File: config.mk
export PLATFORM = sky130hd
export DESIGN_NAME = spu_pos
export DESIGN_NICKNAME = d
export VERILOG_FILES = /design/src/hdl/spu_pkg.sv /design/src/hdl/spu_pos.sv
export SDC_FILE = /design/constraint.sdc
export NUM_CORES = 2
export LEC_CHECK = 0
export BUFFER_PORTS_ARGS = -buffer_cell sky130_fd_sc_hd__buf_2
export CORE_MARGIN = 3
export CORE_UTILIZATION = 60
export CTS_BUF_LIST = sky130_fd_sc_hd__clkbuf_8
export CTS_CLUSTER_DIAMETER = 50
export DETAILED_ROUTE_END_ITERATION = 7
export PLACE_DENSITY = 0.8
export RECOVER_POWER = 50
export SYNTH_ARGS = -nofsm -noshare
export SYNTH_HDL_FRONTEND = slang
export SYNTH_SLANG_ARGS = --single-unit
File: constraint.sdc
create_clock -name clk -period 19.84 [get_ports clk]
set_input_delay 0.992 -clock clk [delete_from_list [all_inputs] [get_ports clk]]
set_output_delay 0.992 -clock clk [all_outputs]
set_load 0.01 [all_outputs]
File: src/hdl/spu_pkg.sv
// spray particle update: shared types, constants and fixed-point helpers
`timescale 1ns / 1ps

package spu_pkg;

  // fractional bits of every fixed-point quantity (8 to 24)
  localparam int FRAC_BITS = 16;

  localparam int DT_W  = FRAC_BITS;      // dt, unsigned, always below 1.0
  localparam int F_W   = FRAC_BITS + 1;  // drag factor, unsigned, 0 to 1.0
  localparam int CW    = FRAC_BITS + 4;  // coefficient products, below 16.0
  localparam int SAT_W = 34;             // headroom before saturation
  localparam int MW    = SAT_W + FRAC_BITS;  // raw product width

  localparam int CFG_AW = 3;
  localparam int CFG_IW = 1;
  localparam logic [CFG_IW-1:0] REG_TIME_STEP   = 1'b0;
  localparam logic [CFG_IW-1:0] REG_WATER_LEVEL = 1'b1;
  localparam logic [15:0]        TIME_STEP_RST   = 16'd1092;

  // physical constants rounded to nearest at FRAC_BITS
  localparam logic [CW-1:0] K_FOAM_DRAG = CW'(((64'd16 << FRAC_BITS) + 64'd5) / 64'd10);
  localparam logic [CW-1:0] K_AIR_DRAG  = CW'(((64'd6 << FRAC_BITS) + 64'd5) / 64'd10);
  localparam logic [CW-1:0] K_GRAVITY   = CW'(((64'd981 << FRAC_BITS) + 64'd50) / 64'd100);
  localparam logic [CW-1:0] K_GROWTH    = CW'(((64'd25 << FRAC_BITS) + 64'd5) / 64'd10);
  localparam logic signed [32:0] K_PIN  = 33'(((64'd3 << FRAC_BITS) + 64'd50) / 64'd100);
  localparam logic signed [32:0] K_SINK = 33'(((64'd3 << FRAC_BITS) + 64'd5) / 64'd10);
  localparam logic [CW-1:0] ONE_Q = CW'(64'd1 << FRAC_BITS);

  localparam logic signed [MW-1:0] HALF_MW = MW'(64'd1 << (FRAC_BITS - 1));

  typedef logic signed [31:0] q_t;
  localparam q_t Q_MAX = 32'sh7fffffff;
  localparam q_t Q_MIN = 32'sh80000000;

  typedef struct packed {
    q_t          pos_x;
    q_t          pos_y;
    q_t          pos_z;
    q_t          vel_x;
    q_t          vel_y;
    q_t          vel_z;
    q_t          life_left;
    logic [30:0] radius;
    logic        foam;
  } in_word_t;

  typedef struct packed {
    q_t          new_pos_x;
    q_t          new_pos_y;
    q_t          new_pos_z;
    q_t          new_vel_x;
    q_t          new_vel_y;
    q_t          new_vel_z;
    q_t          new_life;
    logic [30:0] new_radius;
    logic        out_foam;
  } out_word_t;

  // coefficients derived from the two config registers
  typedef struct packed {
    logic [DT_W-1:0]  dt;
    logic [F_W-1:0]   drag_foam;
    logic [F_W-1:0]   drag_air;
    logic [CW-1:0]    gdt;
    logic [CW-1:0]    rad_inc;
    q_t               pin_y;
    logic signed [32:0] sink;
  } coef_t;

  // per-stage load strobes
  typedef struct packed {
    logic ld_a;
    logic ld_b;
    logic ld_c;
    logic ld_d;
    logic ld_e;
  } ctl_t;

  // word handed from the velocity half to the position half
  typedef struct packed {
    q_t          pos_x;
    q_t          pos_y;
    q_t          pos_z;
    q_t          vel_x;
    q_t          vel_y;
    q_t          vel_z;
    q_t          life;
    logic [30:0] radius;
    logic        foam;
  } stage_c_t;

  function automatic q_t sat32(input logic signed [SAT_W-1:0] v);
    q_t r;
    if ((&v[SAT_W-1:31]) || !(|v[SAT_W-1:31])) begin
      r = v[31:0];
    end else if (v[SAT_W-1]) begin
      r = Q_MIN;
    end else begin
      r = Q_MAX;
    end
    return r;
  endfunction

  // signed value times unsigned factor, full width
  function automatic logic signed [MW-1:0] mulq(input q_t a, input logic [F_W-1:0] b);
    logic signed [MW-1:0] ae;
    logic signed [MW-1:0] be;
    ae = MW'(a);
    be = $signed(MW'(b));
    return ae * be;
  endfunction

  // round to nearest, ties toward plus infinity
  function automatic logic signed [SAT_W-1:0] rnd(input logic signed [MW-1:0] p);
    logic signed [MW-1:0] t;
    t = p + HALF_MW;
    return t[MW-1:FRAC_BITS];
  endfunction

endpackage

File: src/hdl/spu_pos.sv
// spray particle update: droplet motion, survival test and output register
`timescale 1ns / 1ps

module spu_pos (
  input  logic               clk,
  input  spu_pkg::ctl_t      ctl,
  input  spu_pkg::coef_t     coef,
  input  spu_pkg::stage_c_t  c_data,
  output logic               alive,
  output spu_pkg::out_word_t out_data
);

  localparam int SW = spu_pkg::SAT_W;
  localparam int MW = spu_pkg::MW;

  logic signed [MW-1:0] d_mvp_r [3];
  logic signed [MW-1:0] d_mvp_nxt [3];
  spu_pkg::stage_c_t    d_r;

  spu_pkg::q_t        c_vel [3];
  spu_pkg::q_t        d_pos [3];
  spu_pkg::q_t        p_new [3];
  spu_pkg::out_word_t e_r, e_nxt;

  // multiplier stage: new velocity times dt
  always_comb begin
    c_vel[0] = c_data.vel_x;
    c_vel[1] = c_data.vel_y;
    c_vel[2] = c_data.vel_z;
    for (int i = 0; i < 3; i++) begin
      d_mvp_nxt[i] = spu_pkg::mulq(c_vel[i], spu_pkg::F_W'(coef.dt));
    end
  end

  always_ff @(posedge clk) begin
    if (ctl.ld_d) begin
      for (int i = 0; i < 3; i++) begin
        d_mvp_r[i] <= d_mvp_nxt[i];
      end
      d_r <= c_data;
    end
  end

  always_comb begin
    d_pos[0] = d_r.pos_x;
    d_pos[1] = d_r.pos_y;
    d_pos[2] = d_r.pos_z;
    for (int i = 0; i < 3; i++) begin
      p_new[i] = d_r.foam ? d_pos[i]
                          : spu_pkg::sat32(SW'(d_pos[i]) + spu_pkg::rnd(d_mvp_r[i]));
    end
    // droplets also die once sunk below the water band
    alive = (d_r.life > 32'sd0) &&
            (d_r.foam || !($signed(33'(p_new[1])) < coef.sink));
    e_nxt.new_pos_x  = p_new[0];
    e_nxt.new_pos_y  = p_new[1];
    e_nxt.new_pos_z  = p_new[2];
    e_nxt.new_vel_x  = d_r.vel_x;
    e_nxt.new_vel_y  = d_r.vel_y;
    e_nxt.new_vel_z  = d_r.vel_z;
    e_nxt.new_life   = d_r.life;
    e_nxt.new_radius = d_r.radius;
    e_nxt.out_foam   = d_r.foam;
  end

  always_ff @(posedge clk) begin
    if (ctl.ld_e) begin
      e_r <= e_nxt;
    end
  end

  assign out_data = e_r;

endmodule

* After elaboration in Yosys (flattened, before gate mapping)
Memory sizes are Yosys's and may differ from the RTL's. Cells that the tools add are included.
Cells by class: $add $sub $neg 6, multiplexer cells 11, reduce and logical (&&, ||, !) cells 15, order comparisons 2, multipliers 3
Operators by type and width (count):
- 2-to-1 mux 32 bit | 9
- adder 50 x 17 -> 50 bit, second input constant | 3
- multiplier 32 x 17 -> 49 bit | 3
- adder 32 x 34 -> 34 bit | 3
- less-than comparator 32 x 33 -> 1 bit | 1
- greater-than comparator 32 x 1 -> 1 bit, second input constant | 1
- AND reduction 3 bit | 3
- OR reduction 3 bit | 3
- zero test 1 bit | 4
- logical OR 1 bit | 4
- 2-to-1 mux 1 bit | 2
- logical AND 1 bit | 1
Storage, ports and cells: memories kept 1, word-level logic and storage cells 56, flip-flop bits (word level) 512, input port bits 417, bits in writable memories 150
Memories:
- d_mvp_r | words 3, bits a word 50, rd ports 3, clocked after memory_dff 0, wr ports 3, line spu_pos.sv:16 | logic signed [MW-1:0] d_mvp_r [3];

* Longest topological paths before layout
depth after elaboration 11, depth in mapped cells 34, depth with buffers taken out 31

* Worst setup path before layout
No wires, ideal clock.
path kind input-to-reg, start in coef[141] (netlist bit), end mem d_mvp_r[0][97] (netlist bit) (data pin), data required time 19.578 ns, setup slack 12.049 ns, setup time 0.262 ns, arrival time 7.529 ns, buffers on the path 3, stages 27, path through clkbuf_1 -> clkbuf_1 -> clkbuf_1 -> nand2_1 -> fa_1 -> inv_1 -> fa_1 -> inv_1 -> fa_1 -> inv_1 -> fa_1 -> inv_1 -> fa_1 -> inv_1 -> fa_1 -> ha_1 -> a21oi_1 -> o21ai_0 -> a221o_1 -> a22oi_1 -> a21oi_1 -> a221o_1 -> a221oi_2 -> o21ai_0 -> a21oi_1 -> o21bai_1 -> xor2_1
RTL lines:
- from (decl) | line spu_pos.sv:7 | input spu_pkg::coef_t coef,
- to (decl) | line spu_pos.sv:16

==> results.py <==
metrics = {
    "logic_synthesis": {
        "synth_top_area_share_pct": 37.1,
        "synth-edff-count": 614,
        "yosysTopAreaCell": "fa_1",
        "synth.distinct_cells": 89,
        "synthCells": 7748,
        "synthTopCellsByArea": "fa_1 (37%), edfxtp_1 (23%), inv_1 (8.0%)",
        "yosys_warnings": 0,
        "ys_seq_area_share_pct": 23.3,
        "synth_async_sr_flop_share_pct": 0,
        "syn_area_per_cell_um2": 10.2,
        "synth-main-ff-cell": "edfxtp_1",
        "ys_ff_latch": 614,
        "syn_nets": 10100,
        "syn_area_mm2": 0.0790,
        "synth_commonest_cells": "inv_1 (1675), fa_1 (1464), nand2_1 (1123)",
        "yosysMostFrequentCell": "inv_1",
    },
    "sta": {
        "rsz0062_at_grt": "no",
        "maxSlewViolCount": 393,
        "tns_ns": 0,
        "layout_min_cycle_time_ns": 10.34,
        "setup_viol": 0,
        "slew_headroom_pct": -377,
        "whs_ns": 0.283,
        "tightest_slew_ns": 7.16,
        "hold_violations": 0,
        "timing.final.crit_share_pct": 52.1,
        "skew_ns": 0.0709,
        "max_freq_mhz": 96.7,
    },
    "detailed_routing": {
        "firstDrtPassIters": 6,
        "vias": 56400,
        "dr.first_iter.drc_count": 4180,
        "routed_wl_mm": 197,
        "drtAntennaViolNets": 0,
        "drc": 0,
        "via_per_inst": 5.64,
        "wl_per_cell_um": 19.7,
    },
    "floorplanning": {
        "initial_core_util_pct": 60.7,
        "core-area_mm2": 0.130,
        "die_area_mm2": 0.136,
        "io_pins": 674,
        "rows": 132,
        "die_y_um": 369,
        "die_x_um": 369,
    },
    "global_route": {
        "grtUsageMet3_pct": 5.77,
        "busiest_layer": "met2",
        "antenna_found_initial": 12,
        "grt_pass1_wl_mm": 319,
        "grt_use_met2_pct": 48.6,
        "grt_pass1_vias": 61100,
        "grt_overflow_total": 0,
        "grt_util_met1_pct": 39.2,
        "grt_max_degree": 130,
        "grtUsageTotal_pct": 29.7,
    },
    "clocking": {
        "root_buffer": "clkbuf_8",
        "h-tree-depth": 3,
        "post_cts_resized": 0,
        "cts_tree": "done",
        "postCtsSetupBuffers": 0,
        "cts.sinks": 614,
        "clock_latency_ns": 0.86,
        "cts_made_buffers": 112,
        "hold_buffers": 0,
        "cts_max_path_buffers": 3,
        "clk_pin_slew_ns": 0.06,
    },
    "setup_path": {
        "max_stage_delay_ns": 0.78,
        "r2r_slack_ns": 13.40,
        "r2r_end": "out_data[216]$_DFFE_PP_",
        "reg2reg_from": "d_mvp_r[0][68]$_DFFE_PP_",
        "crit_path_top_delay_cell": "nand2_1",
        "worstPathRequired_ns": 18.85,
        "worstPathArrival_ns": 9.35,
        "start_kind": "register",
        "r2r_cells": 21,
        "crit_top_cell": "nand2_1",
        "endpoint_kind": "output port",
        "cp_max_fo": 29,
        "crit_type": "register to output port",
    },
    "worst_hold_path": {
        "hp-start": "c_data[23]",
        "hp-class": "primary input to register",
        "whs_path_depth": 1,
        "whs_endpoint": "d_r[23]$_DFFE_PP_",
    },
    "place": {
        "port_buffers": 564,
        "dp_hpwl_mm": 148,
        "dpl-instance-area_mm2": 0.0831,
        "routabilityCongestion": 0.921,
    },
    "job": {
        "cap_violations": 5,
    },
    "finish": {
        "drive_gt1_share_pct": 8.55,
        "fillers": 10100,
        "postLayoutCellArea_mm2": 0.0852,
        "fin_nets": 10500,
        "area_growth_pct": 7.83,
    },
    "status": {
        "violations": "capacitance limit, slew limit",
        "status": "complete, but fails checks",
    },
}
logic make-up (layout without fill, tap and decap cells):
family	Yosys count	count (layout)	share of synthesized area [%]
other cells	0	12	0
buf+inv	1990	2473	9.52
compound gates	733	733	6.06
xor+xnor	296	296	3.32
mux	2	2	0.0269
simple gates	2170	2170	13.1
flops	614	614	23.3
fa+ha+maj	1943	1943	44.7
placed cells by master, fill, tap and decap left out, types with 8 or more instances in the layout:
master,count
nand2b_1,30
diode_2,12
a211oi_1,20
o21bai_1,23
o21a_1,40
nand3_1,73
a31oi_1,13
o211ai_1,14
nor4_1,20
buf_4,42
nor2b_1,26
clkbuf_1,115
a21boi_0,9
a2bb2oi_1,30
a21o_1,87
inv_1,1698
nand2_1,1123
a21oi_1,229
xor2_1,94
and4_1,15
nor2_1,153
edfxtp_1,614
a21oi_2,25
fa_1,1464
nor3_1,37
o21ai_0,145
bufinv_16,8
and2_1,579
clkbuf_8,112
buf_2,442
and3_1,35
clkinv_2,15
o31ai_1,10
nand4_1,46
clkinv_1,18
ha_1,479
xnor2_1,199
worst max path at each step:
stage	startpoint	end	slack, ns
after floorplan	coef[141]	d_mvp_r[0][97]$_DFFE_PP_	12.05
after global placement	coef[141]	d_mvp_r[0][99]$_DFFE_PP_	10.68
after detailed placement	coef[141]	d_mvp_r[0][99]$_DFFE_PP_	10.53
after CTS	d_mvp_r[0][67]$_DFFE_PP_	alive	9.68
after global routing	d_mvp_r[0][67]$_DFFE_PP_	alive	8.79
final	d_mvp_r[0][68]$_DFFE_PP_	alive	9.50
worst max-delay path, delay by kind of cell, from the launching register on:
kind | cells | cell delay [ns]
buf+inv | 1 | 0.20
mux | 1 | 0.09
compound gates | 9 | 2.72
xor+xnor | 2 | 0.41
flops | 1 | 0.49
simple gates | 17 | 3.80
fa+ha+maj | 2 | 0.81
registers in the layout, indices dropped and copies added (netlist names):
| name | count |
|---|---|
| out_data | 256 |
| d_r | 160 |
| d_mvp_r | 102 |
| d_pos | 96 |
routing by layer:
| metal | share of wire (%) | vias up | wire length [um] |
|---|---|---|---|
| li1 | - | 24700 | - |
| met1 | 39 | 28500 | 76100 |
| met2 | 48 | 2616 | 94400 |
| met3 | 8.8 | 535 | 17400 |
| met4 | 4.4 | 4 | 8660 |
| met5 | 0.012 | - | 24 |
cell type report:
| class | count | area (um^2) | share of cell area [%] |
|---|---|---|---|
| well taps | 1742 | 2180 | 2.56 |
| clock inverters | 86 | 699 | 0.821 |
| flip-flops and latches | 614 | 18400 | 21.6 |
| repair buffers | 599 | 2960 | 3.47 |
| inverters | 1676 | 6290 | 7.38 |
| diodes | 12 | 30.0 | 0.0352 |
| multi-input cells | 5144 | 53100 | 62.3 |
| clock buffers | 112 | 1540 | 1.81 |
per-stage QoR:
step	utilization, %	cells	setup slack, ns
finish	65.5	9985	9.50
global route	65.5	9978	8.79
CTS	65.6	9973	9.68
detailed placement	63.9	9775	10.53
global placement	63.9	9775	10.68
floorplan	-	7748	12.05
Power is left out: the tool's default activity adds up to more than one toggle a clock period on the data nets, which glitch-free logic cannot reach.
