<file path="src/hdl/spu_pkg.sv">
// spray particle update: shared types, constants and fixed-point helpers
`timescale 1ns / 1ps

package spu_pkg;

  // fractional bits of every fixed-point quantity (8 to 24)
  localparam int FRAC_BITS = 16;

  localparam int DT_W  = FRAC_BITS;      // dt, unsigned, always below 1.0
  localparam int F_W   = FRAC_BITS + 1;  // drag factor, unsigned, 0 to 1.0
  localparam int CW    = FRAC_BITS + 4;  // coefficient products, below 16.0
  localparam int SAT_W = 34;             // headroom before saturation
  localparam int MW    = SAT_W + FRAC_BITS;  // raw product width

  localparam int CFG_AW = 3;
  localparam int CFG_IW = 1;
  localparam logic [CFG_IW-1:0] REG_TIME_STEP   = 1'b0;
  localparam logic [CFG_IW-1:0] REG_WATER_LEVEL = 1'b1;
  localparam logic [15:0]        TIME_STEP_RST   = 16'd1092;

  // physical constants rounded to nearest at FRAC_BITS
  localparam logic [CW-1:0] K_FOAM_DRAG = CW'(((64'd16 << FRAC_BITS) + 64'd5) / 64'd10);
  localparam logic [CW-1:0] K_AIR_DRAG  = CW'(((64'd6 << FRAC_BITS) + 64'd5) / 64'd10);
  localparam logic [CW-1:0] K_GRAVITY   = CW'(((64'd981 << FRAC_BITS) + 64'd50) / 64'd100);
  localparam logic [CW-1:0] K_GROWTH    = CW'(((64'd25 << FRAC_BITS) + 64'd5) / 64'd10);
  localparam logic signed [32:0] K_PIN  = 33'(((64'd3 << FRAC_BITS) + 64'd50) / 64'd100);
  localparam logic signed [32:0] K_SINK = 33'(((64'd3 << FRAC_BITS) + 64'd5) / 64'd10);
  localparam logic [CW-1:0] ONE_Q = CW'(64'd1 << FRAC_BITS);

  localparam logic signed [MW-1:0] HALF_MW = MW'(64'd1 << (FRAC_BITS - 1));

  typedef logic signed [31:0] q_t;
  localparam q_t Q_MAX = 32'sh7fffffff;
  localparam q_t Q_MIN = 32'sh80000000;

  typedef struct packed {
    q_t          pos_x;
    q_t          pos_y;
    q_t          pos_z;
    q_t          vel_x;
    q_t          vel_y;
    q_t          vel_z;
    q_t          life_left;
    logic [30:0] radius;
    logic        foam;
  } in_word_t;

  typedef struct packed {
    q_t          new_pos_x;
    q_t          new_pos_y;
    q_t          new_pos_z;
    q_t          new_vel_x;
    q_t          new_vel_y;
    q_t          new_vel_z;
    q_t          new_life;
    logic [30:0] new_radius;
    logic        out_foam;
  } out_word_t;

  // coefficients derived from the two config registers
  typedef struct packed {
    logic [DT_W-1:0]  dt;
    logic [F_W-1:0]   drag_foam;
    logic [F_W-1:0]   drag_air;
    logic [CW-1:0]    gdt;
    logic [CW-1:0]    rad_inc;
    q_t               pin_y;
    logic signed [32:0] sink;
  } coef_t;

  // per-stage load strobes
  typedef struct packed {
    logic ld_a;
    logic ld_b;
    logic ld_c;
    logic ld_d;
    logic ld_e;
  } ctl_t;

  // word handed from the velocity half to the position half
  typedef struct packed {
    q_t          pos_x;
    q_t          pos_y;
    q_t          pos_z;
    q_t          vel_x;
    q_t          vel_y;
    q_t          vel_z;
    q_t          life;
    logic [30:0] radius;
    logic        foam;
  } stage_c_t;

  function automatic q_t sat32(input logic signed [SAT_W-1:0] v);
    q_t r;
    if ((&v[SAT_W-1:31]) || !(|v[SAT_W-1:31])) begin
      r = v[31:0];
    end else if (v[SAT_W-1]) begin
      r = Q_MIN;
    end else begin
      r = Q_MAX;
    end
    return r;
  endfunction

  // signed value times unsigned factor, full width
  function automatic logic signed [MW-1:0] mulq(input q_t a, input logic [F_W-1:0] b);
    logic signed [MW-1:0] ae;
    logic signed [MW-1:0] be;
    ae = MW'(a);
    be = $signed(MW'(b));
    return ae * be;
  endfunction

  // round to nearest, ties toward plus infinity
  function automatic logic signed [SAT_W-1:0] rnd(input logic signed [MW-1:0] p);
    logic signed [MW-1:0] t;
    t = p + HALF_MW;
    return t[MW-1:FRAC_BITS];
  endfunction

endpackage

</file>
<file path="src/hdl/spu_ctl.sv">
// spray particle update: stage valid bits and load strobes
`timescale 1ns / 1ps

module spu_ctl (
  input  logic          clk,
  input  logic          rst_n,
  input  logic          in_valid,
  output logic          in_stall,
  output logic          out_valid,
  input  logic          out_stall,
  input  logic          busy,
  input  logic          alive,
  output spu_pkg::ctl_t ctl
);

  logic va_r, vb_r, vc_r, vd_r, ve_r;
  logic va_nxt, vb_nxt, vc_nxt, vd_nxt, ve_nxt;
  logic rdy_a, rdy_b, rdy_c, rdy_d, rdy_e;
  logic take;

  // a stage takes a word when empty or when it moves on itself
  assign rdy_e = !ve_r || !out_stall;
  assign rdy_d = !vd_r || rdy_e;
  assign rdy_c = !vc_r || rdy_d;
  assign rdy_b = !vb_r || rdy_c;
  assign rdy_a = !va_r || rdy_b;

  assign take     = in_valid && !busy;
  assign in_stall = busy || !rdy_a;

  always_comb begin
    va_nxt = rdy_a ? take : va_r;
    vb_nxt = rdy_b ? va_r : vb_r;
    vc_nxt = rdy_c ? vb_r : vc_r;
    vd_nxt = rdy_d ? vc_r : vd_r;
    ve_nxt = rdy_e ? (vd_r && alive) : ve_r;
  end

  always_ff @(posedge clk) begin
    if (!rst_n) begin
      va_r <= 1'b0;
      vb_r <= 1'b0;
      vc_r <= 1'b0;
      vd_r <= 1'b0;
      ve_r <= 1'b0;
    end else begin
      va_r <= va_nxt;
      vb_r <= vb_nxt;
      vc_r <= vc_nxt;
      vd_r <= vd_nxt;
      ve_r <= ve_nxt;
    end
  end

  assign ctl.ld_a = rdy_a && take;
  assign ctl.ld_b = rdy_b && va_r;
  assign ctl.ld_c = rdy_c && vb_r;
  assign ctl.ld_d = rdy_d && vc_r;
  assign ctl.ld_e = rdy_e && vd_r;

  assign out_valid = ve_r;

endmodule

</file>
<file path="config.mk">
export PLATFORM = sky130hd
export DESIGN_NAME = spu_ctl
export DESIGN_NICKNAME = d
export VERILOG_FILES = /design/src/hdl/spu_pkg.sv /design/src/hdl/spu_ctl.sv
export SDC_FILE = /design/constraint.sdc
export NUM_CORES = 1
export LEC_CHECK = 0
export BUFFER_PORTS_ARGS = -buffer_cell sky130_fd_sc_hd__buf_2
export CAP_MARGIN = 20
export CORE_AREA = 2 2 39 41
export DETAILED_ROUTE_END_ITERATION = 16
export DIE_AREA = 0 0 41 43
export SYNTH_ARGS = -nofsm -noshare
export SYNTH_HDL_FRONTEND = slang
export SYNTH_SLANG_ARGS = --single-unit
</file>
<file path="constraint.sdc">
create_clock -name clk -period 0.9 [get_ports clk]
set_clock_uncertainty 0.05 [all_clocks]
set_input_delay 0.045 -clock clk [delete_from_list [all_inputs] [get_ports clk]]
set_output_delay 0.045 -clock clk [all_outputs]
set_load 0.05 [all_outputs]
</file>
* Word-level counts from Yosys, hierarchy flattened
Index checks and enable logic that the tools add are counted.
** Storage, ports and cells
- Register bits :: 5
- Bits of input ports :: 6
- Output and inout port bits :: 7
** Operators by class
- Reduce and logical (&&, ||, !) cells :: 21
** Operator list (number)
- $logic_not A1 Y1 :: 8
- $logic_and A1 B1 Y1 :: 7
- $logic_or A1 B1 Y1 :: 6

* Longest topological paths before layout
Gate-level depths: netlist of the first run.
- Word-level depth :: 8
- Gate-level depth with buffers :: 2

* Worst setup path after synthesis of the first run
No wires, ideal clock.
- Kind :: register -> output
- Start :: reg ve_r (netlist: out_valid)
- End :: out ctl[3] (netlist bit)
- Arrival :: 1.884 ns
- Required time :: 0.805 ns
- Setup slack :: -1.079 ns
- Stages on the path, launching flop included :: 3
- Buffers on the path :: 0
- Cells stage by stage :: dfxtp_1 -> and4_4 -> a21boi_0
** RTL lines
- start: declaration :: RTL line spu_ctl.sv:16 : logic va_r, vb_r, vc_r, vd_r, ve_r;
- start signal: assignment :: RTL line spu_ctl.sv:51 : ve_r <= ve_nxt;
- end: declaration :: RTL line spu_ctl.sv:13 : output spu_pkg::ctl_t ctl

* Worst setup path in the final report of the first run
- Start :: reg vd_r
- End :: out in_stall
** Between the ends
- Cells in the longest elaborated chain, start to end :: 7
** Ends and longest elaborated chain
- start: declaration :: RTL line spu_ctl.sv:16
- start signal: assignment :: RTL line spu_ctl.sv:50 : vd_r <= vd_nxt;
- $logic_not A1 Y1 :: RTL line spu_ctl.sv:23 : assign rdy_d = !vd_r || rdy_e;
- $logic_or A1 B1 Y1 :: RTL line spu_ctl.sv:23
- $logic_or A1 B1 Y1 :: RTL line spu_ctl.sv:24 : assign rdy_c = !vc_r || rdy_d;
- $logic_or A1 B1 Y1 :: RTL line spu_ctl.sv:25 : assign rdy_b = !vb_r || rdy_c;
- $logic_or A1 B1 Y1 :: RTL line spu_ctl.sv:26 : assign rdy_a = !va_r || rdy_b;
- $logic_not A1 Y1 :: RTL line spu_ctl.sv:29 : assign in_stall = busy || !rdy_a;
- $logic_or A1 B1 Y1 :: RTL line spu_ctl.sv:29
- end: declaration :: RTL line spu_ctl.sv:8 : output logic in_stall,
No other way between the ends.

==> impl_metrics.toml, run 1 <==
[worst_setup_path]
critPathLaunchType = "flip-flop"
worstRegToRegCells = 4
crit_chain = "and4_4 > a31o_4 > buf_8"
rr_startpoint = "out_valid"
cp.buffers_inverters = 1
crit_slowest_cell = "dfxtp_2"
path_max_fanout = 4
cp.arrival_ns = 1.15
rrSetupSlack_ns = -0.04
rr_endpoint = "va_r"
crit_family = "flip-flops"
crit_path_max_incr_delay_ns = 0.33
crit_type = "reg2out"
cp-end-kind = "output port"
crit_required_ns = 0.81

[route]
drc = 0
detail_route.iter0.violations = 1
wire_per_inst_um = 12.0
wl_met3_um = 34
wl_met2_um = 496
antenna_left = 0
dr.pass1.iters = 4
wl_um = 831
drt-met1-wl_um = 300
top_layer = "met3"
num_vias = 306
routed_via_density = 4.43

[logic_synthesis]
async_flop_share = 0
synth_edf_count = 0
ys.flop_type = "dfxtp_1"
post-synth-top-count-cell = "dfxtp_1"
ys_top_cells_by_area = "dfxtp_1 (44%), a21boi_0 (6.6%), and2_1 (5.5%)"
yosysSeqAreaShare = 0.442
synth_warnings = 0
yosys_register_bits = 5
synth_top_area_share = 0.442
synth_cell_type_count = 17
postSynthAreaPerCell_um2 = 8.71
synth_cells = 26
synth_area_um2 = 226
syn_nets = 32
yosysTopAreaCell = "dfxtp_1"

[final_layout]
finalNetCount = 60
diodes = 0
syn_to_final_growth_pct = 157
fillers = 142
fin_area_um2 = 583
layout-drive-gt1-share = 0.792
layout.cells.non_filler = 69

[floorplanning]
design.core.area_um2 = 1380
start_util = 0.164
fp.dieH_um = 43
row_count = 14
die_w_um = 41
ioPinCount = 13
die_area_um2 = 1760

[sta]
rsz0062_at_grt = "true"
slew_viol_final = 0
fmax_mhz = 801
holdWs_ns = 0.0230
setup_viol = 10
timing.final.crit_period_ns = 1.25
tightestPinTransition_ns = 0.187
hold_viol_final = 0
finalCritPeriodShare = 1.39
fin_ws_ns = -0.348
slew_headroom = 0.876

[placed_design]
placed_cells = 62
gp_congestion = 0.692
post_dp_cell_area_um2 = 414
place_ws_ns = -0.183
portBuffers = 12

[global_route]
antenna_found_initial = 0
track_usage = 0.110
grt_max_degree = 6
overflow = 0
grt_pass1_wl_um = 1240
grt_pass1_vias = 334

[cts]
clock_sinks = 5
numCtsBuffers = 3
cts_tree = "yes"
htreeDepth = 1
clock_path_buffers = 2
clkTransAtPathRegs_ns = 0.04
root_buffer = "clkbuf_4"
clk_latency_ns = 0.24

[power]
power_leakage_nw = 0.237
power_density_nw_per_um2 = 1050
power.ir.vdd_worst_mv = 0.434
finalPower_mw = 0.611

[worst_hold_path]
hold_end = "vc_r"
hold_path_depth = 2
hp-class = "in2reg"
min_from = "rst_n"

[status]
status = "finished, violations left"
violations = "negative setup slack"

[run]
cap_violations = 0
## final cells by class
type	instances	area, um2	area share
Clock buffer	4	26.3	0.0451
Inverter	2	7.51	0.0129
Multi-Input combinational cell	19	201	0.345
Sequential cell	5	109	0.187
Tap cell	16	20.0	0.0343
Timing Repair Buffer	23	219	0.376
## worst max-delay path by stage
stage	startpoint	depth (start not counted)	to
floorplan	out_valid	2	in_stall
global placement	vc_r	3	in_stall
detailed placement	vc_r	3	in_stall
CTS	out_valid	3	in_stall
global route	vd_r	3	in_stall
finish	vd_r	3	in_stall
## cell families after synthesis
| family | after synthesis | synth area share |
|---|---|---|
| AND/OR/NAND/NOR | 10 | 0.254 |
| flip-flops | 5 | 0.442 |
| AO/OA/AOI/OAI | 9 | 0.271 |
| buffers and inverters | 2 | 0.0332 |
## report_power, final
group | total (mW) | switching, mW | internal, mW
sequential | 0.232 | 0.00718 | 0.225
combinational | 0.124 | 0.0661 | 0.0577
clock | 0.255 | 0.0879 | 0.167
## flip-flops by register name, summed over array words and instances, names as in the netlist
signal and count:
vc_r 1, vb_r 1, vd_r 1, va_r 1, out_valid 1
## through the flow
step / util / setup TNS (ns)
2_1_floorplan: - / -0.664
3_3_place_gp: 0.299 / -0.755
3_5_place_dp: 0.299 / -0.860
4_1_cts: 0.397 / -1.95
5_1_grt: 0.421 / -2.32
6_report: 0.421 / -1.94
## cells in the final DEF (no fill, tap or decap)
cell type,count
a21boi_4,2
a21oi_2,1
a22oi_2,1
a31o_4,1
a31oi_4,1
and2_4,2
and4_4,1
buf_2,5
buf_4,6
buf_6,7
buf_8,4
clkbuf_1,1
clkbuf_4,3
dfxtp_2,4
dfxtp_4,1
dlygate4sd3_1,1
inv_1,2
nand2_1,2
nand2b_1,1
nand3_1,1
nand3_4,1
nand4_1,1
nor2_1,1
o21a_1,1
o21ai_2,1
o22ai_2,1
## repair_timing
item                                    4_1_cts  5_1_grt
hold buffers                                  1        0
setup buffers                                 2        3
endpoints found under the setup margin       10       11
hold endpoints to repair                      1        0
pin swaps                                     5        4
gates resized for setup                      29        6
## per-layer routing
layer  track usage  up-vias
met5             0        -
li1              -      149
met1        0.0965      149
met4         0.100        0
met3        0.0314        0
met2         0.184        8
(Power assumes the default switching activity.)
==> inputs of run 2 (changes only) <==
--- a/config.mk
+++ b/config.mk
@@ -5,8 +5,9 @@
 export SDC_FILE = /design/constraint.sdc
 export NUM_CORES = 1
 export LEC_CHECK = 0
+export ABC_AREA = 1
 export BUFFER_PORTS_ARGS = -buffer_cell sky130_fd_sc_hd__buf_2
-export CAP_MARGIN = 20
+export CAP_MARGIN = 5
 export CORE_AREA = 2 2 39 41
 export DETAILED_ROUTE_END_ITERATION = 16
 export DIE_AREA = 0 0 41 43
==> run 2 against run 1 <==
Cell count is 14% higher. Maximum frequency fell by 3.0%. Sequential power about the same. Synthesized cell count grew 23%. Cell area grew 2.1%. The flow still finishes with violations (negative setup slack). Wire length shrank 15%. Die area stayed put. Synthesized area up 7.7%. Hold slack improved by 0.018 ns. Power fell by 2.3%. Register-to-register slack lost 0.30 ns.
==> impl_metrics.toml, run 2 <==
[placed_design]
portBuffers = 12
gp_congestion = 0.658
place_ws_ns = -0.182
post_dp_cell_area_um2 = 410
dp_hpwl_um = 427

[route]
drc = 0
antenna_left = 0
wire_per_inst_um = 8.97
num_vias = 311
wl_um = 709
dr.pass1.iters = 2
routed_via_density = 3.94
detail_route.iter0.violations = 1

[floorplanning]
row_count = 14
fp.dieH_um = 43
ioPinCount = 13
design.core.area_um2 = 1380
start_util = 0.176
die_w_um = 41
die_area_um2 = 1760

[cts]
clk_latency_ns = 0.24
clock_path_buffers = 2
numCtsBuffers = 3
clock_sinks = 5
htreeDepth = 1
root_buffer = "clkbuf_4"
cts_tree = "yes"
clkTransAtPathRegs_ns = 0.05

[logic_synthesis]
synth_area_um2 = 244
synth_warnings = 0
synth_top_area_share = 0.410
post-synth-top-count-cell = "inv_1"
synth_edf_count = 0
synth_cells = 32
postSynthAreaPerCell_um2 = 7.62
async_flop_share = 0
ys_top_cells_by_area = "dfxtp_1 (41%), a21oi_1 (12%), inv_1 (12%)"
ys.flop_type = "dfxtp_1"
yosys_register_bits = 5
synthTopCellsByCount = "inv_1 (8), a21oi_1 (6), dfxtp_1 (5), nand2_1 (5), nand3_1 (2)"
synth_cell_type_count = 11
yosysTopAreaCell = "dfxtp_1"
yosysSeqAreaShare = 0.410
syn_nets = 38

[global_route]
track_usage = 0.102
grt_max_degree = 6
antenna_found_initial = 0
grt_pass1_vias = 311
grt_pass1_wl_um = 1160
overflow = 0

[sta]
slew_viol_final = 0
setup_viol = 11
slew_headroom = 0.825
fmax_mhz = 778
holdWs_ns = 0.0412
rsz0062_at_grt = "true"
tightestPinTransition_ns = 0.263
timing.final.crit_period_ns = 1.29
fin_ws_ns = -0.386
hold_viol_final = 0
finalCritPeriodShare = 1.43

[power]
power_density_nw_per_um2 = 1000
finalPower_mw = 0.597
power.ir.vdd_worst_mv = 0.508
power_leakage_nw = 0.288

[final_layout]
fillers = 137
layout-drive-gt1-share = 0.730
syn_to_final_growth_pct = 144
mostFrequentLayoutCells = "buf_6 (10), buf_4 (9), inv_1 (6)"
fin_area_um2 = 596
final_common_cell = "buf_6"
finalNetCount = 70
diodes = 0
post-route-util = 0.430

[status]
violations = "negative setup slack"
status = "finished, violations left"

[run]
cap_violations = 0

[worst_setup_path]
cp.arrival_ns = 1.19
path_max_fanout = 4
crit_type = "reg2out"
crit_required_ns = 0.81
critPathLaunchType = "flip-flop"
cp-end-kind = "output port"

[worst_hold_path]
hp-class = "in2reg"
[run 2: worst paths after layout]
kind / startpoint / endpoint / slack, ns / cells after the start
max: out_valid / ctl[3] / -0.39 / 6
min: in_valid / va_r / 0.04 / 3
max reg2reg: out_valid / vc_r / -0.34 / 7
min reg2reg: vd_r / out_valid / 0.41 / 2
[run 2: report_power, final]
group | leakage, nW | internal (mW) | switching (mW)
combinational | 0.231 | 0.0450 | 0.0634
clock | 0.0150 | 0.168 | 0.0914
sequential | 0.0419 | 0.224 | 0.00606
[run 2: kinds of logic (layout without fill, tap and decap cells)]
group | count (synthesis) | in the layout | synth area share
AOI/OAI and AO/OA | 7 | 7 | 0.159
buffers and inverters | 9 | 40 | 0.138
DFF | 5 | 5 | 0.410
and+or+nand+nor | 11 | 11 | 0.292
[run 2: final cells by class]
class / instances / area, um2 / share of cell area
clock buffer: 4 / 26.3 / 0.0441
inverter: 9 / 36.3 / 0.0609
multi-input combinational: 18 / 163 / 0.273
sequential: 5 / 105 / 0.176
tap: 16 / 20.0 / 0.0336
timing repair buffer: 27 / 245 / 0.412
[run 2: metrics by stage]
stage,setup TNS [ns],std cells
finish,-3.06,79
global route,-3.68,79
CTS,-3.07,78
detailed placement,-1.02,67
global placement,-1.01,67
floorplan,-1.18,32
[run 2: layer usage]
layer	global-route usage	vias up	routed length [um]
met5	0	-	0
met4	0.0600	0	8
met3	0.0628	2	55
met2	0.150	12	386
met1	0.106	138	258
li1	-	159	-
[run 2: critical path: stages, from the launching register on]
cell and delay [ns]:
dfxtp_4 0.35, nand2_4 0.05, nor2_4 0.15, nand2_2 0.10, inv_4 0.09, a21oi_4 0.05, buf_6 0.15
[run 2: timing repair]
action | CTS | global route
endpoints found under the setup margin | 10 | 11
gates resized for setup | 24 | 7
hold buffers | 1 | 0
cloned | 0 | 0
pin swaps | 4 | 3
buffers inserted | 8 | 3
hold endpoints to repair | 1 | 0
