===== config.mk =====
export PLATFORM = sky130hd
export DESIGN_NAME = spu_cfg
export DESIGN_NICKNAME = d
export VERILOG_FILES = /design/src/hdl/spu_pkg.sv /design/src/hdl/spu_cfg.sv
export SDC_FILE = /design/constraint.sdc
export NUM_CORES = 1
export LEC_CHECK = 0
export ABC_CLOCK_PERIOD_IN_PS = 11600
export BUFFER_PORTS_ARGS = -buffer_cell sky130_fd_sc_hd__clkbuf_2
export CORE_MARGIN = 4
export CORE_UTILIZATION = 45
export CTS_CLUSTER_DIAMETER = 40
export DETAILED_ROUTE_END_ITERATION = 8
export HOLD_SLACK_MARGIN = 0.08
export PLACE_DENSITY = 0.59
export SYNTH_ARGS = -nofsm -noshare
export SYNTH_HDL_FRONTEND = slang
export SYNTH_SLANG_ARGS = --single-unit

===== constraint.sdc =====
create_clock -name clk -period 11.6 [get_ports clk]
set_input_delay 0.58 -clock clk [delete_from_list [all_inputs] [get_ports clk]]
set_output_delay 0.58 -clock clk [all_outputs]
set_load 0.05 [all_outputs]

===== src/hdl/spu_pkg.sv =====
// spray particle update: shared types, constants and fixed-point helpers
`timescale 1ns / 1ps

package spu_pkg;

  // fractional bits of every fixed-point quantity (8 to 24)
  localparam int FRAC_BITS = 16;

  localparam int DT_W  = FRAC_BITS;      // dt, unsigned, always below 1.0
  localparam int F_W   = FRAC_BITS + 1;  // drag factor, unsigned, 0 to 1.0
  localparam int CW    = FRAC_BITS + 4;  // coefficient products, below 16.0
  localparam int SAT_W = 34;             // headroom before saturation
  localparam int MW    = SAT_W + FRAC_BITS;  // raw product width

  localparam int CFG_AW = 3;
  localparam int CFG_IW = 1;
  localparam logic [CFG_IW-1:0] REG_TIME_STEP   = 1'b0;
  localparam logic [CFG_IW-1:0] REG_WATER_LEVEL = 1'b1;
  localparam logic [15:0]        TIME_STEP_RST   = 16'd1092;

  // physical constants rounded to nearest at FRAC_BITS
  localparam logic [CW-1:0] K_FOAM_DRAG = CW'(((64'd16 << FRAC_BITS) + 64'd5) / 64'd10);
  localparam logic [CW-1:0] K_AIR_DRAG  = CW'(((64'd6 << FRAC_BITS) + 64'd5) / 64'd10);
  localparam logic [CW-1:0] K_GRAVITY   = CW'(((64'd981 << FRAC_BITS) + 64'd50) / 64'd100);
  localparam logic [CW-1:0] K_GROWTH    = CW'(((64'd25 << FRAC_BITS) + 64'd5) / 64'd10);
  localparam logic signed [32:0] K_PIN  = 33'(((64'd3 << FRAC_BITS) + 64'd50) / 64'd100);
  localparam logic signed [32:0] K_SINK = 33'(((64'd3 << FRAC_BITS) + 64'd5) / 64'd10);
  localparam logic [CW-1:0] ONE_Q = CW'(64'd1 << FRAC_BITS);

  localparam logic signed [MW-1:0] HALF_MW = MW'(64'd1 << (FRAC_BITS - 1));

  typedef logic signed [31:0] q_t;
  localparam q_t Q_MAX = 32'sh7fffffff;
  localparam q_t Q_MIN = 32'sh80000000;

  typedef struct packed {
    q_t          pos_x;
    q_t          pos_y;
    q_t          pos_z;
    q_t          vel_x;
    q_t          vel_y;
    q_t          vel_z;
    q_t          life_left;
    logic [30:0] radius;
    logic        foam;
  } in_word_t;

  typedef struct packed {
    q_t          new_pos_x;
    q_t          new_pos_y;
    q_t          new_pos_z;
    q_t          new_vel_x;
    q_t          new_vel_y;
    q_t          new_vel_z;
    q_t          new_life;
    logic [30:0] new_radius;
    logic        out_foam;
  } out_word_t;

  // coefficients derived from the two config registers
  typedef struct packed {
    logic [DT_W-1:0]  dt;
    logic [F_W-1:0]   drag_foam;
    logic [F_W-1:0]   drag_air;
    logic [CW-1:0]    gdt;
    logic [CW-1:0]    rad_inc;
    q_t               pin_y;
    logic signed [32:0] sink;
  } coef_t;

  // per-stage load strobes
  typedef struct packed {
    logic ld_a;
    logic ld_b;
    logic ld_c;
    logic ld_d;
    logic ld_e;
  } ctl_t;

  // word handed from the velocity half to the position half
  typedef struct packed {
    q_t          pos_x;
    q_t          pos_y;
    q_t          pos_z;
    q_t          vel_x;
    q_t          vel_y;
    q_t          vel_z;
    q_t          life;
    logic [30:0] radius;
    logic        foam;
  } stage_c_t;

  function automatic q_t sat32(input logic signed [SAT_W-1:0] v);
    q_t r;
    if ((&v[SAT_W-1:31]) || !(|v[SAT_W-1:31])) begin
      r = v[31:0];
    end else if (v[SAT_W-1]) begin
      r = Q_MIN;
    end else begin
      r = Q_MAX;
    end
    return r;
  endfunction

  // signed value times unsigned factor, full width
  function automatic logic signed [MW-1:0] mulq(input q_t a, input logic [F_W-1:0] b);
    logic signed [MW-1:0] ae;
    logic signed [MW-1:0] be;
    ae = MW'(a);
    be = $signed(MW'(b));
    return ae * be;
  endfunction

  // round to nearest, ties toward plus infinity
  function automatic logic signed [SAT_W-1:0] rnd(input logic signed [MW-1:0] p);
    logic signed [MW-1:0] t;
    t = p + HALF_MW;
    return t[MW-1:FRAC_BITS];
  endfunction

endpackage


===== src/hdl/spu_cfg.sv =====
// spray particle update: register port and derived coefficients
`timescale 1ns / 1ps

module spu_cfg (
  input  logic                         clk,
  input  logic                         rst_n,
  input  logic                         psel,
  input  logic                         penable,
  input  logic                         pwrite,
  input  logic [spu_pkg::CFG_AW-1:0]   paddr,
  input  logic [31:0]                  pwdata,
  output logic [31:0]                  prdata,
  output logic                         pready,
  output spu_pkg::coef_t               coef,
  output logic                         busy
);

  localparam int PW = spu_pkg::DT_W + spu_pkg::CW;
  localparam logic [1:0] SETTLE = 2'd3;

  logic [15:0]   time_step_r;
  spu_pkg::q_t   water_level_r;
  logic [1:0]    settle_r, settle_nxt;
  logic          wr;
  logic [spu_pkg::CFG_IW-1:0] idx;

  logic [15+spu_pkg::FRAC_BITS:0] ts_ext;
  logic [spu_pkg::DT_W-1:0]       dt;

  logic [PW-1:0] p_fd_r, p_air_r, p_g_r, p_rad_r;
  logic [spu_pkg::DT_W-1:0] dt1_r;
  spu_pkg::coef_t coef_r, coef_nxt;

  assign pready = 1'b1;
  assign wr     = psel && penable && pwrite;
  assign idx    = paddr[spu_pkg::CFG_AW-1:2];

  always_comb begin
    case (idx)
      spu_pkg::REG_TIME_STEP:   prdata = {16'b0, time_step_r};
      spu_pkg::REG_WATER_LEVEL: prdata = water_level_r;
      default:                  prdata = 32'b0;
    endcase
  end

  always_ff @(posedge clk) begin
    if (!rst_n) begin
      time_step_r   <= spu_pkg::TIME_STEP_RST;
      water_level_r <= '0;
    end else if (wr) begin
      case (idx)
        spu_pkg::REG_TIME_STEP:   time_step_r   <= pwdata[15:0];
        spu_pkg::REG_WATER_LEVEL: water_level_r <= pwdata;
        default: ;
      endcase
    end
  end

  // hold off items until the coefficient pipe has caught up
  always_comb begin
    if (wr) begin
      settle_nxt = SETTLE;
    end else if (settle_r != 2'd0) begin
      settle_nxt = settle_r - 2'd1;
    end else begin
      settle_nxt = settle_r;
    end
  end

  always_ff @(posedge clk) begin
    if (!rst_n) begin
      settle_r <= SETTLE;
    end else begin
      settle_r <= settle_nxt;
    end
  end

  assign busy = (settle_r != 2'd0);

  // Q0.16 time step brought to FRAC_BITS
  assign ts_ext = {time_step_r, spu_pkg::FRAC_BITS'(0)};
  assign dt     = ts_ext[15+spu_pkg::FRAC_BITS:16];

  always_ff @(posedge clk) begin
    dt1_r   <= dt;
    p_fd_r  <= PW'(dt) * PW'(spu_pkg::K_FOAM_DRAG);
    p_air_r <= PW'(dt) * PW'(spu_pkg::K_AIR_DRAG);
    p_g_r   <= PW'(dt) * PW'(spu_pkg::K_GRAVITY);
    p_rad_r <= PW'(dt) * PW'(spu_pkg::K_GROWTH);
  end

  function automatic logic [spu_pkg::CW-1:0] rnd_c(input logic [PW-1:0] p);
    logic [PW-1:0] t;
    t = p + PW'(spu_pkg::HALF_MW);
    return t[PW-1:spu_pkg::FRAC_BITS];
  endfunction

  // 1 - k*dt, clamped at zero
  function automatic logic [spu_pkg::F_W-1:0] drag(input logic [spu_pkg::CW-1:0] m);
    logic signed [spu_pkg::CW:0] d;
    d = $signed({1'b0, spu_pkg::ONE_Q}) - $signed({1'b0, m});
    return d[spu_pkg::CW] ? '0 : d[spu_pkg::F_W-1:0];
  endfunction

  always_comb begin
    coef_nxt.dt        = dt1_r;
    coef_nxt.drag_foam = drag(rnd_c(p_fd_r));
    coef_nxt.drag_air  = drag(rnd_c(p_air_r));
    coef_nxt.gdt       = rnd_c(p_g_r);
    coef_nxt.rad_inc   = rnd_c(p_rad_r);
    coef_nxt.pin_y     = spu_pkg::sat32(spu_pkg::SAT_W'(water_level_r)
                                        + spu_pkg::SAT_W'(spu_pkg::K_PIN));
    coef_nxt.sink      = 33'(water_level_r) - spu_pkg::K_SINK;
  end

  always_ff @(posedge clk) begin
    coef_r <= coef_nxt;
  end

  assign coef = coef_r;

endmodule


Yosys cells after proc, flatten, opt, wreduce, memory -nomap -nowiden
Cells that the tools add are included.

Add/subtract/negate cells: 9. $mul: 4. Mux-type cells: 3. Bitwise operators: 2. Reductions and logical operators: 10.

Operator list (number): 32-bit two-way mux (2); 32-bit one-hot mux with 2 select lines (1); 36-bit by 16-bit adder with 36-bit output, second input constant (1); 34-bit by 16-bit adder with 35-bit output, second input constant (1); 33-bit by 16-bit adder with 34-bit output, second input constant (1); 16-bit by 18-bit multiplier with 34-bit output, second input constant (1); 32-bit by 12-bit adder with 33-bit output, second input constant (1); 32-bit by 16-bit adder with 33-bit output, second input constant (1); 32-bit by 16-bit subtractor with 33-bit output, second input constant (1); 16-bit by 16-bit multiplier with 32-bit output, second input constant (1); 16-bit by 15-bit multiplier with 31-bit output, second input constant (1); 16-bit by 3-bit multiplier with 19-bit output, second input constant (1); 17-bit by 18-bit subtractor with 19-bit output, first input constant (1); 17-bit by 17-bit subtractor with 18-bit output, first input constant (1); 2-bit AND reduction (2); 3-bit AND reduction (1); 3-bit OR reduction (1); 1-bit logical AND (2); 1-bit inverter (2); 2-bit nonzero test (1); 2-bit OR reduction (1); 2-bit by 1-bit subtractor with 2-bit output, second input constant (1); 1-bit zero test (1); 1-bit logical OR (1).

Flip-flop bits (word level): 336. Bits of input ports: 40. Logic and storage cells: 43.

Depth between registers and ports, before layout
Gate-level depths: netlist of the first run.

Word-level depth: 5. Depth in mapped cells: 21. Depth with buffers taken out: 21.

Least setup slack after synthesis of the first run
No wires, ideal clock.

Path type: register -> register. Start point: register time_step_r[8] (netlist: dt[8]). End point: register p_air_r[31]. Library setup time: 0.118 ns. Data arrival time: 6.044 ns. Slack: 5.438 ns. Cell stages (with the launch flop): 21. Buffers on the path: 0. Cells stage by stage: dfxtp_1 inv_1 ha_1 inv_1 fa_1 inv_1 fa_1 inv_1 fa_1 fa_1 inv_1 fa_1 inv_1 ha_1 nand4_1 or4b_2 o21ai_0 a21oi_1 o21ai_0 a21oi_1 xnor2_1.

Cells in the longest elaborated chain, start to end: 1.

RTL lines: start, declared (line spu_cfg.sv:21) `logic [15:0] time_step_r;`; start signal, assigned (line spu_cfg.sv:48) `time_step_r <= spu_pkg::TIME_STEP_RST;`; start signal, assigned (line spu_cfg.sv:52) `spu_pkg::REG_TIME_STEP: time_step_r <= pwdata[15:0];`; 16-bit by 15-bit multiplier with 31-bit output (line spu_cfg.sv:87) `p_air_r <= PW'(dt) * PW'(spu_pkg::K_AIR_DRAG);`; end signal, assigned (line spu_cfg.sv:87); end, declared (line spu_cfg.sv:30) `logic [PW-1:0] p_fd_r, p_air_r, p_g_r, p_rad_r;`.

No other way between the ends. A chain may end at the register's enable or synchronous reset.

Worst setup path after layout of the first run
Start point: register time_step_r[5] (netlist: dt[5]). End point: register p_air_r[31].

Same word-level chain as after synthesis.

==> results of run 1 <==
-- cell type report --
| cell class | count | share of cell area (%) |
|---|---|---|
| clock buffers | 52 | 4.29 |
| repair buffers | 245 | 4.56 |
| clock inverters | 32 | 1.30 |
| well taps | 696 | 3.11 |
| inverters | 442 | 5.92 |
| flip-flops and latches | 293 | 20.9 |
| multi-input cells | 1767 | 59.9 |
-- per-stage QoR --
stage	area (um^2)	setup WS, ns	instances	utilization (%)	hold slack [ns]
5_1_grt	28000	4.05	3527	51.9	0.209
2_1_floorplan	24600	5.44	2578	-	0.310
4_1_cts	28000	4.36	3527	51.9	0.185
3_5_place_dp	26500	4.41	3443	49.0	0.313
6_report	28000	4.35	3527	51.9	0.221
3_3_place_gp	26500	4.47	3443	49.0	0.312
-- routing by layer --
metal  track usage [%]  wire length [um]  up-vias
li1                  -                 -     8840
met3              4.66              3170      108
met2              37.0             30400      382
met1              28.8             28500     8849
met5                 0                 0        -
met4              6.54              2020        0
-- tightest hold or removal path, delay by kind of cell --
family          cells  cell delay [ns]
compound gates      1             0.06
buf+inv             1             0.08
simple gates        1             0.04
-- registers in the layout, indices dropped and copies added (netlist names) --
| signal | cells |
|---|---|
| coef | 154 |
| settle_r | 2 |
| p_rad_r | 17 |
| p_air_r | 17 |
| water_level_r | 32 |
| dt | 16 |
| dt1_r | 16 |
| p_g_r | 21 |
| p_fd_r | 18 |
-- report_power, final --
group          switching, mW  internal (mW)
Combinational           1.15          0.670
Sequential             0.131           1.18
Clock                  0.530          0.835
Total                   1.81           2.68
-- how the worst min path moves through the flow --
| stage | slack [ns] | end | startpoint |
|---|---|---|---|
| final | 0.22 | water_level_r[27] | pwdata[27] |
| after global routing | 0.21 | water_level_r[26] | pwdata[26] |
| after CTS | 0.19 | water_level_r[24] | pwdata[24] |
| after detailed placement | 0.31 | coef[141] | dt1_r[2] |
| after global placement | 0.31 | coef[152] | dt1_r[13] |
| after floorplan | 0.31 | coef[141] | dt1_r[2] |
-- cells in the final DEF (no fill, tap or decap), drive strengths merged, types with 5 or more instances in the layout --
master   count
a21o        25
buf         21
a31oi       14
clkinv      15
mux2i        6
a211oi       9
o31ai        5
nand4       22
nand3       73
nand2b      17
and2        25
fa         263
nor2       106
ha         371
o21a         9
o21ai       81
clkbuf     276
nor4        10
nor3        29
a21boi      49
xor2        77
a21oi       73
xnor2      122
o211ai       9
inv        453
o2111ai      5
nand2      221
nor3b        8
o21bai       9
nand3b       8
and3        32
or2          7
o311a        5
nor2b       11
dfxtp      293
-- kinds of logic (layout without fill, tap and decap cells) --
| family | after synthesis | count (layout) | synth area share (%) |
|---|---|---|---|
| simple gates | 590 | 590 | 11.6 |
| xor+xnor | 199 | 199 | 7.08 |
| mux | 8 | 8 | 0.335 |
| flops | 293 | 293 | 23.8 |
| other cells | 2 | 2 | 0.0305 |
| buf+inv | 518 | 771 | 8.04 |
| compound gates | 334 | 334 | 8.90 |
| fa+ha+maj | 634 | 634 | 40.2 |
==> flow_summary.yaml, run 1 <==
routing:
  drt_iter0_drc: 833
  via_count: 18179
  drc: 0
  vias_per_cell: 5.15
  routed_wl_um: 64100
  wire_per_inst_um: 18.2
  firstDrtPassIters: 5
  ant_nets: 0
synth:
  synth-seq-cells: 293
  synth_area_mm2: 0.0246
  synth.most_common_cell: "inv_1"
  ys_warn_count: 0
  syn-num-nets: 3252
  yosysUniqueCellTypes: 83
  netlist_top_cells_count: "inv_1, ha_1, dfxtp_1"
  synth_ff_type: "dfxtp_1"
  ys_seq_area_share_pct: 23.8
  synthArstFlopShare_pct: 0
  yosysTopAreaCellShare_pct: 23.8
  synth_top_cells_by_area: "dfxtp_1, fa_1, ha_1"
  synth_edf_count: 0
  synthCells: 2578
  syn_area_per_cell_um2: 9.55
  yosysTopAreaCell: "dfxtp_1"
global_route:
  antenna_found_initial: 1
  grt_usage_pct: 22.0
  grt_pass1_vias: 18931
  grt-ovfl-total: 0
  grt_pass1_wl_um: 103000
  grt_max_degree: 51
clock_network:
  cts.path.max_buffers: 3
  clk_latency_ns: 0.59
  cts_root_buf: "clkbuf_16"
  cts_setup_buffers: 0
  hold_buffers: 0
  cts_buffers: 46
  cts_resized: 0
  cts.sinks: 293
  clk_pin_slew_ns: 0.06
  htreeDepth: 2
  cts_tree: "done"
critical_path:
  arrival_ns: 7.70
  worstPathMaxFanout: 13
  r2r_start: "dt[5]"
  reg2reg_depth: 21
  crit_start: "dt[5]"
  cp_top_family: "adder cells"
  worst_path_most_repeated_cell: "inv_1"
  reg2reg_to: "p_air_r[31]"
  worstSetupEndpoint: "p_air_r[31]"
  slowest_stage: "o21ai_0"
  r2r_slack_ns: 4.35
  cp_slowest_stage_delay_ns: 0.72
  start_kind: "flop"
  critPathBufInv: 7
  critical_path_depth: 21
  crit_type: "reg -> reg"
  worst_ep_required_time_ns: 12.05
  end_kind: "flop"
  crit_chain: "buf_4 > inv_1 > ha_1 > inv_1 > ha_1 > inv_1 > fa_1 > fa_1 > inv_1 > fa_1 > inv_1 > fa_1 > inv_1 > ha_1 > nand4_1 > or4b_2 > o21ai_0 > a21oi_1 > o21ai_0 > a21oi_1 > xnor2_1"
power_and_ir_drop:
  ir_drop_mv: 0.195
  fin_total_pwr_mw: 4.50
  p_per_area_mw_per_mm2: 160
  power_leakage_nw: 14.1
layout:
  multi_input_area_mm2: 0.0168
  fin_nets: 3469
  register_area_mm2: 0.00587
  insertedDiodeCount: 0
  area_delta_synth_final_pct: 13.8
  fill_cells: 5087
  layout-drive-gt1-share_pct: 12.5
die:
  rows: 85
  dieWidth_um: 242
  start_util_pct: 45.6
  die-area_mm2: 0.0585
  io_pins: 229
  core_area_mm2: 0.0540
  die_height_um: 242
timing:
  worst_slew_pin_slew_ns: 1.13
  slew_headroom_pct: 23.8
  period_minus_slack_ns: 7.25
  rsz0062_at_grt: "false"
  skew_ns: 0.0350
  fmax_mhz: 138
  setup_viol: 0
  fin_crit_sh_pct: 62.5
  setup_tns_ns: 0
  drv_slew: 0
  finalHoldViolations: 0
placement:
  place_congestion: 0.925
  hpwl_um: 52400
  port_buffers: 224
status:
  status: "complete, no violations"
worst_hold_path:
  hp-class: "in -> reg"
  holdPathStages: 3
run:
  maxCapViolations: 0
(Power assumes the default switching activity.)
==> run 2: changes to the inputs <==
--- a/config.mk
+++ b/config.mk
@@ -5,7 +5,8 @@
 export SDC_FILE = /design/constraint.sdc
 export NUM_CORES = 1
 export LEC_CHECK = 0
-export ABC_CLOCK_PERIOD_IN_PS = 11600
+export ABC_AREA = 1
+export ABC_CLOCK_PERIOD_IN_PS = 7200
 export BUFFER_PORTS_ARGS = -buffer_cell sky130_fd_sc_hd__clkbuf_2
 export CORE_MARGIN = 4
 export CORE_UTILIZATION = 45
==> constraint.sdc (replaced) <==
create_clock -name clk -period 7.2 [get_ports clk]
set_input_delay 0.36 -clock clk [delete_from_list [all_inputs] [get_ports clk]]
set_output_delay 0.36 -clock clk [all_outputs]
set_load 0.05 [all_outputs]
==> run 2 against run 1 <==
Setup slack got worse by 3.2 ns. Largest cell class unchanged. Area after synthesis rose by 8.2%. Sequential power rose by 67%. Synthesized cell count rose by 26%. Wire length rose by 19%. Die area rose by 8.0%. Highest routed layer unchanged. First-iteration DRC count rose by 44%. Largest power group unchanged.
==> flow_summary.yaml, run 2 <==
placement:
  place_congestion: 0.992
  hpwl_um: 64400
  dp_slack_ns: 1.19
  dpl-instance-area_mm2: 0.0288
  port_buffers: 224
synth:
  synth_top_cells_by_area: "dfxtp_1, fa_1, ha_1"
  yosysTopAreaCell: "dfxtp_1"
  ys_warn_count: 0
  syn-num-nets: 3916
  synth_ff_type: "dfxtp_1"
  yosysUniqueCellTypes: 46
  synth.most_common_cell: "inv_1"
  yosysTopAreaCellShare_pct: 22.0
  synthCells: 3242
  netlist_top_cells_count: "inv_1, nand2_1, ha_1"
  synth_area_mm2: 0.0267
  synth-seq-cells: 293
  ys_seq_area_share_pct: 22.0
  synth_edf_count: 0
  syn_area_per_cell_um2: 8.22
  synthArstFlopShare_pct: 0
worst_hold_path:
  holdPathStages: 3
  min-delay-start: "pwdata[31]"
  hp-class: "in -> reg"
  holdPathEnd: "water_level_r[31]"
layout:
  fin_nets: 4208
  fill_cells: 5622
  final_common_cell: "inv_1"
  largest_reg_flops: 154
  final_cell_mix: "inv_1, nand2_1, ha_1, dfxtp_1, fa_1"
  design_area_mm2: 0.0308
  layout-drive-gt1-share_pct: 11.5
  area_delta_synth_final_pct: 15.4
timing:
  fin_crit_sh_pct: 83.6
  setup_viol: 0
  slew_headroom_pct: 38.2
  finalHoldViolations: 0
  skew_ns: 0.0380
  setup_tns_ns: 0
  fmax_mhz: 166
  period_minus_slack_ns: 6.02
  fin_ws_ns: 1.18
  worst_slew_pin_slew_ns: 0.927
  drv_slew: 0
  rsz0062_at_grt: "false"
routing:
  wl_met3_um: 4120
  drc: 0
  vias_per_cell: 5.00
  via_count: 21715
  drt_iter0_drc: 1200
  wire_per_inst_um: 17.6
  ant_nets: 0
  met1_length_um: 33100
  firstDrtPassIters: 5
  routed.top_layer: "met4"
  routed_wl_um: 76500
  wl_met2_um: 36800
critical_path:
  r2r_slack_ns: 1.18
  crit_type: "reg -> reg"
  cp_slowest_stage_delay_ns: 0.63
  reg2reg_to: "p_g_r[35]"
  arrival_ns: 6.52
  end_kind: "flop"
  r2r_start: "dt[5]"
  worstPathMaxFanout: 8
  worst_path_most_repeated_cell: "inv_1"
  slowest_stage: "dfxtp_1"
  start_kind: "flop"
  worst_ep_required_time_ns: 7.71
  crit_chain: "buf_4 > ha_1 > inv_1 > fa_1 > inv_1 > fa_1 > inv_1 > fa_1 > inv_1 > fa_1 > inv_1 > fa_1 > inv_1 > ha_1 > nand2_1 > inv_1 > nand3_1 > o21ai_0 > nand4_1 > nand3_1 > nand2_1"
  reg2reg_depth: 21
power_and_ir_drop:
  power.share.clock_pct: 24.6
  ir_drop_mv: 0.364
  fin_total_pwr_mw: 9.85
  p_per_area_mw_per_mm2: 320
  power_leakage_nw: 16.4
  p_sw_mw: 4.64
  p_seq_share_pct: 22.2
  p_comb_share_pct: 53.2
  internal_power_mw: 5.21
  swShare_pct: 47.1
clock_network:
  htreeDepth: 2
  cts.path.max_buffers: 3
  cts.sinks: 293
  cts_root_buf: "clkbuf_16"
  clk_latency_ns: 0.61
  cts_buffers: 48
  clk_pin_slew_ns: 0.06
  cts_setup_buffers: 0
  cts_tree: "done"
die:
  die_height_um: 251
  die-area_mm2: 0.0632
  dieWidth_um: 251
  io_pins: 229
  rows: 88
  core_area_mm2: 0.0581
  start_util_pct: 45.9
global_route:
  grt_pass1_wl_um: 120000
  grt_max_degree: 51
  grt_pass1_vias: 21899
  grt-ovfl-total: 0
  antenna_found_initial: 0
  grt_usage_pct: 24.1
status:
  status: "complete, no violations"
run:
  maxCapViolations: 0
==> run 2: cells by family (layout without fill, tap and decap cells) <==
family,count (synthesis),after routing,share of synthesized area [%]
and+or+nand+nor,1056,1056,17.5
buffers and inverters,710,1041,10.2
adders and majority gates,634,634,37.2
AOI/OAI and AO/OA,390,390,8.02
DFF,293,293,22.0
xor gates and xnor gates,157,157,5.16
other,2,3,0.0282
==> run 2: worst max-delay path by stage <==
| stage | start | slack, ns | end |
|---|---|---|---|
| 2_1_floorplan | dt[14] | 1.85 | p_g_r[35] |
| 3_3_place_gp | dt[5] | 1.18 | p_g_r[35] |
| 3_5_place_dp | dt[5] | 1.19 | p_g_r[35] |
| 4_1_cts | dt[5] | 1.16 | p_g_r[35] |
| 5_1_grt | dt[5] | 0.92 | p_g_r[35] |
| 6_report | dt[5] | 1.18 | p_g_r[35] |
==> run 2: per-stage QoR <==
step	hold WS, ns	utilization, %	instances
after floorplan	0.310	-	3242
after global placement	0.311	49.5	4220
after detailed placement	0.312	49.5	4220
after CTS	0.0839	52.9	4338
after global routing	0.102	52.9	4338
final	0.106	52.9	4339
==> run 2: critical path: cells and delay by family, from the launching register on <==
family | cells | cell delay (ns)
AOI/OAI and AO/OA | 1 | 0.54
buffers and inverters | 8 | 0.86
DFF | 1 | 0.63
and+or+nand+nor | 5 | 0.56
adders and majority gates | 7 | 3.34
==> run 2: power by group through the flow <==
| stage | clock (mW) | combinational (mW) | sequential, mW |
|---|---|---|---|
| 5_1_grt | 2.54 | 5.89 | 2.23 |
| 4_1_cts | 2.47 | 5.25 | 2.19 |
| 3_5_place_dp | 0 | 5.18 | 2.22 |
| 2_1_floorplan | 0 | 3.35 | 2.76 |
| 3_3_place_gp | 0 | 5.19 | 2.22 |
| 6_report | 2.42 | 5.23 | 2.19 |
==> run 2: cell type report <==
class / count / area, um^2 / area share [%]
Sequential cell: 293 / 5870 / 19.1
Antenna cell: 1 / 2.50 / 0.00813
Timing Repair Buffer: 282 / 1630 / 5.29
Multi-Input combinational cell: 2239 / 18100 / 58.8
Clock inverter: 35 / 464 / 1.51
Clock buffer: 54 / 1250 / 4.07
Tap cell: 765 / 957 / 3.11
Inverter: 670 / 2510 / 8.17
==> run 2: what timing repair did <==
item | CTS | global route
hold endpoints to repair | 39 | 0
gates resized for setup | 0 | 0
hold buffers | 29 | 0
==> run 2: layer usage <==
layer	vias to the layer above	GRT usage, %
met3	133	3.97
met4	0	7.48
met5	-	0
met1	10248	31.2
met2	517	41.4
li1	10817	-
